**src/hw/rtl/sacl_row_mem.sv**
```systemverilog
// Set row memory: one write port, one read port, registered read data.
module sacl_row_mem #(
  parameter int unsigned AddrBits = 6,
  parameter int unsigned DataW    = 8
) (
  input  logic                clk_i,
  input  logic                we_i,
  input  logic [AddrBits-1:0] waddr_i,
  input  logic [DataW-1:0]    wdata_i,
  input  logic                re_i,
  input  logic [AddrBits-1:0] raddr_i,
  output logic [DataW-1:0]    rdata_o
);

  localparam int unsigned Depth = 2 ** AddrBits;

  logic [DataW-1:0] mem_q [Depth];
  logic [DataW-1:0] rdata_q;

  always_ff @(posedge clk_i) begin
    if (we_i) begin
      mem_q[waddr_i] <= wdata_i;
    end
  end

  always_ff @(posedge clk_i) begin
    if (re_i) begin
      rdata_q <= mem_q[raddr_i];
    end
  end

  assign rdata_o = rdata_q;

endmodule

```
**config.mk**
```make
export PLATFORM = sky130hd
export DESIGN_NAME = sacl_row_mem
export DESIGN_NICKNAME = d
export VERILOG_FILES = /design/src/hw/rtl/sacl_row_mem.sv
export SDC_FILE = /design/constraint.sdc
export NUM_CORES = 1
export LEC_CHECK = 0
export BUFFER_PORTS_ARGS = -buffer_cell sky130_fd_sc_hd__buf_2
export CAP_MARGIN = 20
export CORE_MARGIN = 5
export CORE_UTILIZATION = 53
export CTS_BUF_LIST = sky130_fd_sc_hd__clkbuf_4
export CTS_CLUSTER_DIAMETER = 60
export DETAILED_ROUTE_END_ITERATION = 6
export GPL_ROUTABILITY_DRIVEN = 0
export PLACE_DENSITY = 0.7
export SYNTH_ARGS = -nofsm -noshare
export SYNTH_HDL_FRONTEND = slang
export SYNTH_SLANG_ARGS = --single-unit
```
**constraint.sdc**
```tcl
create_clock -name clk_i -period 2.65 [get_ports clk_i]
set_clock_uncertainty 0.05 [all_clocks]
set_input_delay 0.3975 -clock clk_i [delete_from_list [all_inputs] [get_ports clk_i]]
set_output_delay 0.3975 -clock clk_i [all_outputs]
set_load 0.1 [all_outputs]
```
# After elaboration in Yosys (flattened, before gate mapping)
# Memory sizes are Yosys's and may differ from the RTL's. A register that Yosys moved wholly into a read port is not among the register bits.
# Cells that the tools add are included.
# classes
addsub,0
multipliers,0
div,0
magnitude_cmp,0
n_eq_ne,0
n_shift,0
mux,2
bitwise,0
reduce_logical,0
# ops
cell,count
$mux 1,2
# totals
reg_bits,0
latchBits,0
ram_bits,512
mem_bits_ro,0
out_inout_bits,8
wordCells,3
mem_count,1
# memory_table
name,words,word_bits,rd,rd_clocked_by_memory_dff,wr,line,rtl
mem_q,64,8,1,1,1,17,logic [DataW-1:0] mem_q [Depth];

# Longest topological paths before layout
# depth
depth_word,2
depth_mapped,9

# Least setup slack after synthesis
# Ideal clock, no wire load.
# synth_timing
path_type,input -> register
start,input raddr_i[1]
end,"register rdata_q[3], in the netlist rdata_o[3], read port of mem_q, data pin"
arrival_ns,1.937
setup_slack_ns,0.396
cell_stages,7
n_path_buf,3
cell_sequence,buf_4 -> buf_2 -> buf_2 -> mux4_2 -> mux4_2 -> o21ai_1 -> o41ai_1
# synth_rtl
element,line,rtl
from (decl),11,"input logic [AddrBits-1:0] raddr_i,"
to (decl),18,logic [DataW-1:0] rdata_q;

==> results.md <==
- Syn Inst Count: between 900 and 1000
- Clock-pin transition on the worst setup and hold timing paths: approximately 70 ps
- Inserted Clock Buffers: 132
- Remaining global-route overflow: 0
- Tcrit/Tclk final: 0.891
- R2R Path Start: mem_q[3][5]
- Internal cell power: 0.0134 W
- Share of cells above drive strength 1: 0.393
- Design Area, Final: around 24000 sq um
- NetSw: 0.00365 W
- Worst-skew pair later-pin latency: roughly 800 ps
- Crit path DAT: 2830 ps
- Initial Util: 0.538
- Syn Nets: around 960
- Vias: 10500
- Combinational Power Share: 0.056
- Crit path to: rdata_o[5]
- Clk pwr share: 0.408
- Synth area leaders: edfxtp_1 (77%), mux4_2 (14%), nor2_1 (1.5%)
- Endpoint type of the worst setup path: flop
- I/O Pins: 31
- DR WL/cell: 24.8 um
- Yosys reg bits: 520
- Routed Antenna Nets: 0
- Met3 WL post-DR: 4090 um
- Async SR Flop Fraction: 0
- Setup violators final: 0
- # hold bufs at CTS: 1
- Final cell count without fillers: between 1500 and 2000
- Tot GR Track Use: 0.218
- Post-synth EDFFs: 520
- Sequential share of the synthesized area: 0.771
- First-pass GRT wire length: 66600 um
- Die width: 205 um
- Row count: 71
- Critical path startpoint category: flop
- Layout fillers: 2606
- Area grow syn2layout: 16.3%
- Clock Sinks: between 500 and 600
- Top FF cell, synth: edfxtp_1
- Slew margin rel.: 0.442
- Max-cap violations: 0
- Placed cell area: 21800 sq um
- PwrDens: 725 nW/um^2
- Hold WS: 81.5 ps
- Reg2Reg Depth: 5
- WP data required: 3120 ps
- Seq pwr share: 0.535
- H-tree levels: 4
- Most common cell in the netlist: edfxtp_1
- Residual DRC: 0
- Largest net degree at the start of global routing: 65
- Outcome: complete, no violations
- Die height: 205 um
- Leakage: 7.81 nW
- Max Buffers Root-to-Sink: 3
- R2r setup slk: 290 ps
- Vias in the first global route: 10900
- Maximum vdd drop: between 0.0003 and 0.0004 V
- Hold Path Depth: 1
- Pwr Total: approximately 0.017 W
- Die Footprint: 42200 sq um
- Via-per-instance ratio: 5.86
- Synth cell count leaders: edfxtp_1 (520), mux4_2 (126), nor2_1 (83)
- Sw Ratio: 0.214
- R2R Path End: rdata_o[5]
- Final Hold Viols: 0
- Hold/Removal Path Class: input port to flop
- Layout net count: 1203
- Core area: 37700 sq um
- Routed length on met1: 17500 um
- DRT Pass-1 Iters: 5
- PortBufs: 30
- Cell variety after synth: 39
- Post-synth top area cell: edfxtp_1
- Synth warn: 0
- CTS tree: built
- Initial antenna violation count: 6
- Final HPWL DP: 28100 um
- Post-Syn Area: around 20000 sq um
- Syn_area_per_cell: roughly 22 sq um
- Fmax: between 0.4 and 0.5 GHz
- Total setup buffers inserted after CTS: 0
- Post-Route WL: 44400 um
- Met2 WL: 21200 um
- CP Max Fanout: 1
- RSZ-0062 raised after global routing: no
- DR iter-0 viols: 1012
- Dpl cells: 1556
- Max Slew Vio Count: 0
- Setup TNS Final: 0 ps
- Post-synth top area share: 0.771
- CTS Root Cell: clkbuf_4
- Top layer in use: met5
- CTS resizes: 0
- Kind of critical path: flop to flop
- Tightest Pin Transition: about 840 ps
- Tmin final: 2360 ps
- CP startpoint: mem_q[3][5]
## area by class of cell
| type | instances | area [sq um] | share of cell area |
|---|---|---|---|
| Timing Repair Buffer | 157 | 1230 | 0.0523 |
| Sequential cell | 520 | 15600 | 0.663 |
| Multi-Input combinational cell | 369 | 4320 | 0.183 |
| Clock buffer | 188 | 1410 | 0.0599 |
| Clock inverter | 39 | 337 | 0.0143 |
| Antenna cell | 2 | 5.00 | 0.000212 |
| Tap cell | 511 | 639 | 0.0271 |
## flip-flops by register name (all words and copies together) (netlist names)
signal   count
rdata_o      8
mem_q      512
## layout by cell type (no fill, tap or decap), types with 4 or more instances in the layout
| master | instances |
|---|---|
| edfxtp_1 | 520 |
| clkbuf_4 | 188 |
| mux4_2 | 126 |
| buf_4 | 119 |
| nor2_1 | 83 |
| buf_2 | 27 |
| clkinv_1 | 24 |
| mux2i_1 | 23 |
| nand2_1 | 19 |
| nor2b_1 | 14 |
| mux2_2 | 13 |
| nand3_1 | 13 |
| buf_12 | 9 |
| o221ai_1 | 8 |
| o22ai_1 | 8 |
| nand2b_1 | 7 |
| nor3_1 | 7 |
| bufinv_16 | 7 |
| a221oi_1 | 6 |
| clkinv_2 | 5 |
| a211oi_1 | 4 |
## worst min path at each step
stage | from | to
3_5_place_dp | re_i | rdata_o[1]
5_1_grt | wdata_i[2] | mem_q[17][2]
4_1_cts | wdata_i[2] | mem_q[10][2]
2_1_floorplan | wdata_i[0] | mem_q[0][0]
3_3_place_gp | re_i | rdata_o[1]
6_report | wdata_i[2] | mem_q[10][2]
## cell families after synthesis
kind of cell	Yosys count	synth area share
and+or+nand+nor	153	0.0337
DFF	520	0.771
muxes	162	0.159
buffers and inverters	51	0.0156
AOI/OAI and AO/OA	54	0.0206
## per-stage QoR
step | setup slack [ps] | util
after floorplan | 396 | -
after global placement | -346 | 0.579
after detailed placement | -328 | 0.579
after CTS | 219 | 0.625
after global routing | 207 | 0.625
final | 288 | 0.625
## power by group through the flow
stage | Sequential [W] | Combinational [W] | Clock [W]
floorplan | 0.00939 | 0.000485 | 0
global placement | 0.00932 | 0.000952 | 0
detailed placement | 0.00932 | 0.000969 | 0
CTS | 0.00914 | 0.000972 | 0.00715
global route | 0.00914 | 0.00103 | 0.00761
finish | 0.00914 | 0.000964 | 0.00697
## layer usage
metal,vias to the layer above,track usage
li1,4509,-
met2,502,0.339
met3,98,0.0607
met4,10,0.0919
met5,-,0
met1,5341,0.296
## critical path: stages, from the launching register on
cell	delay, ps
edfxtp_1	360
mux4_2	520
nor2b_1	180
a2111oi_0	710
buf_4	220
o41ai_1	70
Power figures use the tool's default switching activity.
