<file path="src/hw/rtl/sacl_pkg.sv">
// Shared types, constants and helpers of the set-associative cache LRU tag store.
package sacl_pkg;

  localparam int unsigned TagW          = 62;
  localparam int unsigned AddrW         = 64;
  localparam int unsigned CntW          = 32;
  localparam int unsigned CfgIdxW       = 2;
  localparam int unsigned CfgDataW      = 4;
  localparam int unsigned MaxSetBitsDef = 6;
  localparam int unsigned MaxWaysDef    = 8;

  localparam logic [2:0] SetBitsRst    = 3'd4;
  localparam logic [3:0] WaysInUseRst  = 4'd1;
  localparam logic [3:0] OffsetBitsRst = 4'd4;

  typedef enum logic [1:0] {
    ActLoad   = 2'd0,
    ActStore  = 2'd1,
    ActModify = 2'd2,
    ActNone   = 2'd3
  } action_e;

  typedef enum logic [CfgIdxW-1:0] {
    CfgSetBits    = 2'd0,
    CfgWaysInUse  = 2'd1,
    CfgOffsetBits = 2'd2
  } cfg_idx_e;

  typedef enum logic [1:0] {
    StClear,
    StIdle,
    StLookup
  } state_e;

  typedef struct packed {
    action_e          action;
    logic [AddrW-1:0] address;
  } cmd_t;

  typedef struct packed {
    logic            was_hit;
    logic            was_miss;
    logic            was_eviction;
    logic            second_hit;
    logic [CntW-1:0] total_hits;
    logic [CntW-1:0] total_misses;
    logic [CntW-1:0] total_evictions;
  } result_t;

  typedef struct packed {
    logic hit;
    logic miss;
    logic evict;
    logic second;
    logic wr_en;
  } acc_flags_t;

  function automatic logic [CntW-1:0] sat_inc(input logic [CntW-1:0] v);
    return (v == '1) ? v : v + CntW'(1);
  endfunction

endpackage

</file>
<file path="src/hw/rtl/sacl_way_logic.sv">
// Way compare, victim choice and recency update for one set row.
module sacl_way_logic #(
  parameter int unsigned MaxWays = 8,
  parameter int unsigned WayW    = 3,
  parameter int unsigned RecW    = 3
) (
  input  sacl_pkg::action_e                       action_i,
  input  logic [3:0]                              ways_in_use_i,
  input  logic [sacl_pkg::TagW-1:0]               tag_i,
  input  logic [MaxWays-1:0]                      valid_i,
  input  logic [MaxWays-1:0][sacl_pkg::TagW-1:0]  tags_i,
  input  logic [MaxWays-1:0][RecW-1:0]            rec_i,
  output logic [MaxWays-1:0]                      valid_o,
  output logic [MaxWays-1:0][sacl_pkg::TagW-1:0]  tags_o,
  output logic [MaxWays-1:0][RecW-1:0]            rec_o,
  output sacl_pkg::acc_flags_t                    flags_o
);

  localparam logic [RecW-1:0] RecMax = RecW'(MaxWays - 1);

  logic [MaxWays-1:0] active;
  logic [MaxWays-1:0] hit_vec;
  logic [MaxWays-1:0] inv_vec;
  logic               any_hit;
  logic               any_inv;
  logic               act_ok;
  logic               filled;
  logic [WayW-1:0]    hit_way;
  logic [WayW-1:0]    inv_way;
  logic [WayW-1:0]    vic_way;
  logic [RecW-1:0]    vic_rec;
  logic [WayW-1:0]    sel_way;
  logic [RecW-1:0]    old_rec;

  // Classify the ways of the set.
  always_comb begin
    for (int i = 0; i < MaxWays; i++) begin
      if (ways_in_use_i == 4'd0) begin
        active[i] = (i == 0);
      end else begin
        active[i] = (32'(i) < 32'(ways_in_use_i));
      end
      hit_vec[i] = active[i] && valid_i[i] && (tags_i[i] == tag_i);
      inv_vec[i] = active[i] && !valid_i[i];
    end
  end

  // Pick hit way, first free way and LRU victim, lowest index on ties.
  always_comb begin
    hit_way = '0;
    inv_way = '0;
    for (int i = MaxWays - 1; i >= 0; i--) begin
      if (hit_vec[i]) begin
        hit_way = WayW'(i);
      end
      if (inv_vec[i]) begin
        inv_way = WayW'(i);
      end
    end
    vic_way = '0;
    vic_rec = rec_i[0];
    for (int i = 1; i < MaxWays; i++) begin
      if (active[i] && (rec_i[i] > vic_rec)) begin
        vic_rec = rec_i[i];
        vic_way = WayW'(i);
      end
    end
  end

  assign any_hit = |hit_vec;
  assign any_inv = |inv_vec;
  assign act_ok  = (action_i != sacl_pkg::ActNone);
  assign filled  = !any_hit && any_inv;
  assign sel_way = any_hit ? hit_way : (any_inv ? inv_way : vic_way);
  assign old_rec = rec_i[sel_way];

  // Age the valid ways newer than the touched one (all on a fill), then make it most recent.
  always_comb begin
    valid_o = valid_i;
    tags_o  = tags_i;
    rec_o   = rec_i;
    for (int i = 0; i < MaxWays; i++) begin
      if ((WayW'(i) != sel_way) && valid_i[i] && active[i] &&
          (filled || (rec_i[i] < old_rec)) && (rec_i[i] < RecMax)) begin
        rec_o[i] = rec_i[i] + RecW'(1);
      end
    end
    rec_o[sel_way]   = '0;
    valid_o[sel_way] = 1'b1;
    tags_o[sel_way]  = tag_i;
  end

  assign flags_o.hit    = act_ok && any_hit;
  assign flags_o.miss   = act_ok && !any_hit;
  assign flags_o.evict  = act_ok && !any_hit && !any_inv;
  assign flags_o.second = (action_i == sacl_pkg::ActModify);
  assign flags_o.wr_en  = act_ok;

endmodule

</file>
<file path="config.mk">
export PLATFORM = sky130hd
export DESIGN_NAME = sacl_way_logic
export DESIGN_NICKNAME = d
export VERILOG_FILES = /design/src/hw/rtl/sacl_pkg.sv /design/src/hw/rtl/sacl_way_logic.sv
export SDC_FILE = /design/constraint.sdc
export NUM_CORES = 1
export LEC_CHECK = 0
export BUFFER_PORTS_ARGS = -buffer_cell sky130_fd_sc_hd__buf_2
export CORE_AREA = 2 2 444 446
export DETAILED_ROUTE_END_ITERATION = 8
export DIE_AREA = 0 0 446 448
export PLACE_DENSITY = 0.3
export SYNTH_ARGS = -nofsm -noshare
export SYNTH_HDL_FRONTEND = slang
export SYNTH_SLANG_ARGS = --single-unit
</file>
<file path="constraint.sdc">
create_clock -name vclk -period 19.06
set_input_delay 3.812 -clock vclk [all_inputs]
set_output_delay 3.812 -clock vclk [all_outputs]
set_load 0.005 [all_outputs]
</file>
### Yosys cells after proc, flatten, opt, wreduce, memory -nomap -nowiden

Cells that the tools add are included.

* word-level logic and storage cells: 207
* flip-flop bits (word level): 0
* output and inout port bits: 533
* bits of input ports: 596

* mux-type cells: 56
* add/subtract/negate cells: 8
* reduce and logical (&&, ||, !) cells: 90
* magnitude comparators: 33
* bitwise operators: 3
* equal/unequal tests: 17

Operator list (number)
* $bwmux W496: 1
* $eq A62 B62 Y1: 8
* $demux W62 S3: 1
* $mux W3: 40
* $logic_and A1 B1 Y1: 68
* $mux W62: 1
* $add A3 B1 Y3 const B: 8
* $and A24 B24 Y24: 1
* $lt A3 B3 Y1: 8
* $lt A3 B3 Y1 const B: 8
* $not A24 Y24: 1
* $gt A3 B3 Y1: 7
* $lt A3 B4 Y1 const A: 4
* $reduce_or A8 Y1: 2
* $ne A3 B3 Y1 const A: 4
* $logic_not A1 Y1: 10
* $mux W1: 10
* $bmux W3 S3: 1
* $demux W3 S3: 1
* $logic_or A1 B1 Y1: 8
* $lt A1 B4 Y1 const A: 2
* $lt A2 B4 Y1 const A: 2
* $or A8 B8 Y8: 1
* $ne A2 B3 Y1 const A: 2
* other kinds (8): 8

### Depth between registers and ports, before layout

Gate-level depths: netlist of run 1.

* depth after elaboration: 32
* mapped depth: 65

### Worst setup path after synthesis of run 1

No wires, ideal clock.

* path type: input to output
* start point: input port rec_i[2] in the netlist's numbering
* end point: output port rec_o[4] in the netlist's numbering
* path slack: 0.075 ns
* arrival: 15.173 ns
* path buffers: 1
* cell stages on the path: 57
* required time: 15.248 ns
* cells stage by stage: inv_1 ha_1 nand2_1 o21ai_2 nand2_1 o21ai_0 ha_1 nor2_1 nor2_1 o31ai_1 maj3_1 and2_1 nor2_1 a21oi_1 ha_1 nor2_1 a2111oi_2 or2_2 (+21 left out) o21a_1 o211ai_1 and4_1 nand2b_1 nand2_1 a21oi_1 a211oi_1 nor2_1 mux2_2 nand2_1 o21ai_0 mux2i_1 ha_1 nor2_1 o211ai_1 o41ai_4 mux2_1 and2_1

RTL lines
* start, declared: RTL line sacl_way_logic.sv:12 `input logic [MaxWays-1:0][RecW-1:0] rec_i,`
* end, declared: RTL line sacl_way_logic.sv:15 `output logic [MaxWays-1:0][RecW-1:0] rec_o,`

==> flow_metrics.env, run 1 <==
export IMPL_period_share=0.9741
export IMPL_via_per_inst=4.291
export IMPL_stdcell_count=6161
export IMPL_fmax_mhz=53.86
export IMPL_yosysWarnings=0
export IMPL_port_buffers=1129
export IMPL_placed_area_sq_um=26320
export IMPL_synth_avg_cell_area_sq_um=6.986
export IMPL_ir_drop_uv=17.39
export IMPL_finalWirelength_um=266100
export IMPL_cp_start_kind="input port"
export IMPL_hp_class="in2out"
export IMPL_p_leak_nw=10.89
export IMPL_routabilityCongestion=0.9308
export IMPL_dr_pass1_iters=7
export IMPL_max_cap_violations=0
export IMPL_ioPinCount=1129
export IMPL_detailed_place_hpwl_um=227100
export IMPL_worstMarginPinSlew_ps=1140
export IMPL_grt_pass1_vias=25330
export IMPL_synth_nets=3010
export IMPL_critPathTopFamily="compound AO/OA/AOI/OAI gates"
export IMPL_hp_start="action_i[0]"
export IMPL_worstSetupPathType="in2out"
export IMPL_fillCellCount=23040
export IMPL_numSequentialCells=0
export IMPL_synth_top_area_cell="mux2_2"
export IMPL_ant_nets=0
export IMPL_grt_start_max_net_pins=75
export IMPL_p_per_area_nw_per_um2=42.39
export IMPL_drive_gt1_frac=0.4989
export IMPL_drt_iter0_drc=2801
export IMPL_die_area_sq_um=199800
export IMPL_register_area_sq_um=0
export IMPL_fin_area_sq_um=26890
export IMPL_syn_inst=2385
export IMPL_hold_path_depth=3
export IMPL_status="completed"
export IMPL_netlist_area_sq_um=16660
export IMPL_vias=26440
export IMPL_rows=162
export IMPL_post_place_ws_ps=-145.6
export IMPL_setup_violations=0
export IMPL_start_util=0.08563
export IMPL_cpMaxStageDelayCell="ha_1"
export IMPL_whs_endpoint="flags_o[1]"
export IMPL_synthToLayoutAreaGrowth_pct=61.39
export IMPL_grt_total_usage=0.2523
export IMPL_core_area_sq_um=194600
export IMPL_place_inst=6022
export IMPL_cp_data_required_time_ps=15250
export IMPL_synth_distinct_cells=99
export IMPL_drc=0
export IMPL_layout_nets=4117
export IMPL_antenna_found_initial=120
export IMPL_synth_top_area_frac=0.2345
export IMPL_clock_buffers=0
export IMPL_finalHoldViolCount=0
export IMPL_grt_first_pass_wirelength_um=319500
export IMPL_die_h_um=448
export IMPL_critPathBufInv=8
export IMPL_multi_input_area_sq_um=15890
export IMPL_holdWs_ps=7891
export IMPL_worstPathMaxFanout=10
export IMPL_cpPeakStageDelay_ps=340
export IMPL_ys_seq_area_frac=0
export IMPL_end_kind="output port"
export IMPL_maxSlewHeadroom=0.2204
export IMPL_die_w_um=446
export IMPL_drv_slew=0
export IMPL_gr_total_overflow=0
export IMPL_routedWlPerCell_um=43.19
export IMPL_power_mw=1.140
export IMPL_synth_area_leaders="mux2_2, xnor2_1, nand2_1"
export IMPL_min_period_ps=18570
export IMPL_worstPathArrival_ps=14750
export IMPL_setup_ws_ps=493.2
-- per-stage QoR --
step           setup TNS, ps  utilization
2_1_floorplan              0            -
6_report                   0       0.1382
3_5_place_dp          -378.4       0.1352
3_3_place_gp          -379.4       0.1352
4_1_cts                    0       0.1354
5_1_grt               -108.6       0.1378
-- worst max-delay path by stage --
stage	from	end	slack [ps]	depth (start not counted)
floorplan	rec_i[2]	rec_o[4]	80	57
global placement	rec_i[1]	rec_o[15]	-150	61
detailed placement	rec_i[1]	rec_o[15]	-150	61
CTS	rec_i[1]	rec_o[17]	50	62
global route	rec_i[5]	rec_o[17]	-50	63
finish	rec_i[5]	rec_o[23]	490	60
-- placed cells by master (no fill, tap or decap), drive strengths merged, types with 14 or more instances in the layout --
| cell type | instances |
|---|---|
| xor2 | 39 |
| nand2b | 72 |
| nor2b | 37 |
| buf | 1316 |
| nand4 | 214 |
| or3 | 14 |
| nand3 | 23 |
| or4 | 19 |
| diode | 129 |
| o21ai | 81 |
| nor2 | 52 |
| mux2i | 15 |
| o211ai | 22 |
| ha | 29 |
| nand2 | 437 |
| nor4 | 68 |
| a21oi | 25 |
| mux2 | 348 |
| inv | 41 |
| xnor2 | 417 |
| nor3 | 19 |
-- routing by layer --
layer / routed length, um / track usage / vias to the layer above
met5: 173 / 0 / -
met4: 14550 / 0.1220 / 26
met1: 101600 / 0.2902 / 13580
li1: - / - / 10920
met2: 128800 / 0.4332 / 1568
met3: 20950 / 0.06501 / 349
-- cell usage after synthesis, drive strengths merged, types with 22 or more instances --
cell type,number
nand3,23
a21oi,25
o21ai,81
mux2,348
o211ai,22
clkbuf,152
inv,40
nand4,214
buf,60
xnor2,417
ha,29
nand2,437
xor2,39
nor4,68
nand2b,72
nor2b,37
nor2,52
-- power by group --
part	internal, mW	switching [mW]	total [mW]	leakage, nW
clock	0.000000729	0	0.000000730	0.000806
sequential	0	0	0	0
combinational	0.421	0.719	1.14	10.9
-- area by class of cell --
type               count  share of cell area
inverters             41            0.005723
diodes               129             0.01200
well taps           2542              0.1183
multi-input cells   2132              0.5910
repair buffers      1317              0.2730
-- timing repair --
item | in CTS | in global routing
hold buffers | 0 | 0
endpoints found under the setup margin | 8 | 93
setup buffers | 0 | 10
resized for setup | 7 | 39
pin swaps | 0 | 18
-- cell families after synthesis --
kind of cell	count (synthesis)	share of synthesized area
xor gates and xnor gates	456	0.2397
adders and majority gates	34	0.02493
and+or+nand+nor	1034	0.3231
AOI/OAI and AO/OA	245	0.1091
buffers and inverters	253	0.05895
muxes	363	0.2442
(Power assumes the default switching activity.)
==> run 2, diff against run 1 <==
- MAX_ROUTING_LAYER: unset -> met4
==> run 2 against run 1 <==
Combinational power is essentially flat. Sequential cell count is the same. Highest routed layer is now met4. Largest power group unchanged. Clock-buffer cell count is the same. Global-route usage is 0.84 points higher. Design area down 0.39%. Die area unchanged. Via count fell by 0.17%. Cell count is essentially flat. Hold slack gained 7.8 ps.
==> flow_metrics.env, run 2 (synthesized netlist as in run 1, its figures left out) <==
export IMPL_status="completed"
export IMPL_numSequentialCells=0
export IMPL_cpMaxStageDelayCell="or4_1"
export IMPL_setup_tns_ps=0
export IMPL_ir_drop_uv=19.55
export IMPL_start_util=0.08563
export IMPL_register_area_sq_um=0
export IMPL_max_cap_violations=0
export IMPL_grt_start_max_net_pins=75
export IMPL_finalHoldViolCount=0
export IMPL_critPathBufInv=7
export IMPL_gr_total_overflow=0
export IMPL_vias=26390
export IMPL_end_kind="output port"
export IMPL_hp_class="in2out"
export IMPL_fillCellCount=22960
export IMPL_layout_commonest_cell="buf_2"
export IMPL_antenna_found_initial=118
export IMPL_worstPathMaxFanout=8
export IMPL_dr_pass1_iters=5
export IMPL_drv_slew=0
export IMPL_rows=162
export IMPL_worstPathArrival_ps=14590
export IMPL_port_buffers=1129
export IMPL_min_period_ps=18400
export IMPL_worstSetupPathType="in2out"
export IMPL_period_share=0.9655
export IMPL_critPathTopFamily="compound AO/OA/AOI/OAI gates"
export IMPL_p_leak_nw=10.85
export IMPL_ioPinCount=1129
export IMPL_mostFrequentLayoutCells="buf_2, nand2_1, xnor2_1, mux2_2, nand4_1"
export IMPL_p_per_area_nw_per_um2=42.09
export IMPL_cp_start_kind="input port"
export IMPL_finalWirelength_um=266500
export IMPL_setup_violations=0
export IMPL_drt_iter0_drc=2740
export IMPL_place_inst=6029
export IMPL_drc=0
export IMPL_grt_total_usage=0.2607
export IMPL_clock_buffers=0
export IMPL_synthToLayoutAreaGrowth_pct=60.76
export IMPL_ant_nets=0
export IMPL_die_area_sq_um=199800
export IMPL_cpPeakStageDelay_ps=490
export IMPL_stdcell_count=6162
export IMPL_worstMarginPinSlew_ps=1017
export IMPL_fmax_mhz=54.34
export IMPL_routedWlPerCell_um=43.24
export IMPL_rsz0062_at_grt="yes"
export IMPL_layout_nets=4116
export IMPL_core_area_sq_um=194600
export IMPL_die_w_um=446
export IMPL_via_per_inst=4.283
export IMPL_detailed_place_hpwl_um=228500
export IMPL_grt_pass1_vias=25360
export IMPL_maxSlewHeadroom=0.3182
export IMPL_drive_gt1_frac=0.4950
export IMPL_die_h_um=448
export IMPL_cp_data_required_time_ps=15250
export IMPL_hold_buffers=0
export IMPL_routabilityCongestion=0.9489
export IMPL_grt_first_pass_wirelength_um=320900
==> run 2: cell types whose count changed in the layout (fill, tap and decap cells not counted), sizes merged <==
cell / change
diode: +2
clkbuf: -1
==> run 2: per-stage QoR <==
stage / util / area [sq um] / setup slack [ps] / power, mW / hold slack, ps
6_report: 0.1377 / 26790 / 656.8 / 1.127 / 7899
5_1_grt: 0.1373 / 26730 / -14.72 / 1.176 / 7914
4_1_cts: 0.1354 / 26350 / 1.537 / 1.117 / 7897
3_5_place_dp: 0.1354 / 26350 / -10.68 / 1.110 / 7897
3_3_place_gp: 0.1354 / 26350 / -112.9 / 1.119 / 7889
2_1_floorplan: - / 16660 / 75.11 / 0.4578 / 7654
==> run 2: path summary, 6_finish.rpt <==
path,from,to,slack [ps],cells past startpoint
setup / recovery,rec_i[1],rec_o[15],660,63
hold / removal,action_i[0],flags_o[1],7900,3
==> run 2: where the power goes <==
group,switching (mW),internal [mW],leakage (nW)
clock,0,0.000000646,0.000830
sequential,0,0,0
combinational,0.716,0.412,10.8
total,0.716,0.412,10.9
==> run 2: layout make-up <==
| type | count | area (sq um) | share of cell area |
|---|---|---|---|
| Multi-Input combinational cell | 2132 | 15830 | 0.5909 |
| Timing Repair Buffer | 1316 | 7296 | 0.2724 |
| Tap cell | 2542 | 3181 | 0.1187 |
| Antenna cell | 131 | 327.8 | 0.01224 |
| Inverter | 41 | 153.9 | 0.005746 |
==> run 2: layer usage <==
layer  wire (um)  vias up  global-route usage
met4       15700        0              0.1247
met1      101700    13450              0.2932
li1            -    10900                   -
met5           0        -                   -
met2      127900     1639              0.4339
met3       21240      399             0.06215
==> run 2: repair_timing <==
item / 4_1_cts / 5_1_grt
gates resized for setup: 1 / 23
gates cloned: 0 / 0
setup endpoints to repair: 2 / 309
pin swaps: 0 / 8
buffers inserted: 0 / 2
==> run 3, diff against run 2 <==
- GPL_TIMING_DRIVEN: unset -> 0
==> run 3 against run 2 <==
Fmax shrank 1.1%. Critical path type unchanged. Clock-buffer cell count did not move. Setup slack worse by 200 ps. Largest power group unchanged. The run now ends with max-capacitance violations, max-slew violations left. Critical path depth shrank 5.
==> flow_metrics.env, run 3 (synthesized netlist as in run 1, its figures left out) <==
export IMPL_period_share=0.9762
export IMPL_detailed_place_hpwl_um=267200
export IMPL_drive_gt1_frac=0.4940
export IMPL_setup_tns_ps=0
export IMPL_grt_total_usage=0.3073
export IMPL_core_area_sq_um=194600
export IMPL_grt_first_pass_wirelength_um=368800
export IMPL_vias=27790
export IMPL_place_inst=6040
export IMPL_register_area_sq_um=0
export IMPL_drt_iter0_drc=3100
export IMPL_maxSlewHeadroom=-0.02953
export IMPL_grt_pass1_vias=26210
export IMPL_status="finished with violations"
export IMPL_cp_num_cells=58
export IMPL_p_leak_nw=10.95
export IMPL_layout_nets=4153
export IMPL_mostFrequentLayoutCells="buf_2, nand2_1, xnor2_1, mux2_2, nand4_1"
export IMPL_critPathTopFamily="simple AND/OR/NAND/NOR gates"
export IMPL_cp_data_required_time_ps=15250
export IMPL_endpoint="tags_o[444]"
export IMPL_setup_ws_ps=453.1
export IMPL_gr_total_overflow=0
export IMPL_hp_class="in2out"
export IMPL_die_h_um=448
export IMPL_hold_buffers=0
export IMPL_crit_start="rec_i[2]"
export IMPL_worstMarginPinSlew_ps=1544
export IMPL_rows=162
export IMPL_drv_slew=17
export IMPL_ant_nets=0
export IMPL_finalWirelength_um=313300
export IMPL_clock_buffers=0
export IMPL_stdcell_count=6207
export IMPL_placed_area_sq_um=26250
export IMPL_via_per_inst=4.477
export IMPL_hp_start="action_i[0]"
export IMPL_hold_path_depth=3
export IMPL_fmax_mhz=53.74
export IMPL_critPathBufInv=8
export IMPL_routedWlPerCell_um=50.47
export IMPL_routabilityCongestion=0.9762
export IMPL_die_area_sq_um=199800
export IMPL_grt_start_max_net_pins=11
export IMPL_antenna_found_initial=173
export IMPL_port_buffers=1072
export IMPL_ioPinCount=1129
export IMPL_finalHoldViolCount=0
export IMPL_setup_violations=0
export IMPL_worstSetupPathType="in2out"
export IMPL_cp_start_kind="input port"
export IMPL_max_cap_violations=2
export IMPL_dr_pass1_iters=5
export IMPL_worstPathArrival_ps=14790
export IMPL_start_util=0.08563
export IMPL_synthToLayoutAreaGrowth_pct=64.08
export IMPL_numSequentialCells=0
export IMPL_post_place_ws_ps=-4526
export IMPL_die_w_um=446
export IMPL_violations="max-capacitance violations, max-slew violations"
export IMPL_cpPeakStageDelay_ps=570
export IMPL_worstPathMaxFanout=10
export IMPL_layout_commonest_cell="buf_2"
export IMPL_end_kind="output port"
export IMPL_p_per_area_nw_per_um2=45.74
export IMPL_ir_drop_uv=15.78
export IMPL_fin_area_sq_um=27340
export IMPL_power_mw=1.250
export IMPL_min_period_ps=18610
export IMPL_cpMaxStageDelayCell="buf_1"
export IMPL_drc=0
## run 3: per-layer routing
layer	GRT usage	share of wire	vias up
met5	-	0	-
met4	0.1609	0.059	0
met3	0.07487	0.079	489
met2	0.4975	0.47	1965
met1	0.3506	0.39	14310
li1	-	-	11020
## run 3: layout make-up
cell class,count,area [sq um]
Buffer,210,1013
Timing Repair Buffer,1143,6492
Tap cell,2542,3181
Multi-Input combinational cell,2132,16150
Fill cell,22940,167200
Inverter,41,156.4
Antenna cell,139,347.8
## run 3: worst min-delay path: cells and delay by family
family,cells,cell delay (ps)
buffers and inverters,2,220
and+or+nand+nor,1,40
## run 3: power by group
group          switching, mW  internal [mW]
clock network              0    0.000000210
logic                  0.831          0.419
registers                  0              0
total                  0.831          0.419
## run 3: repair_timing
action / CTS / global route
setup buffers: 21 / 9
endpoints found under the setup margin: 528 / 487
pin swaps: 22 / 25
gates resized for setup: 99 / 38
## run 3: worst min-delay path by stage
stage,endpoint,slack [ps]
2_1_floorplan,flags_o[1],7650
3_3_place_gp,flags_o[1],7890
3_5_place_dp,flags_o[1],7890
4_1_cts,flags_o[1],7890
5_1_grt,flags_o[1],7920
6_report,flags_o[1],7890
## run 3: metrics by stage
stage               utilization  hold slack, ps
global route             0.1400            7917
CTS                      0.1375            7888
finish                   0.1405            7889
floorplan                     -            7654
global placement         0.1295            7886
detailed placement       0.1349            7887
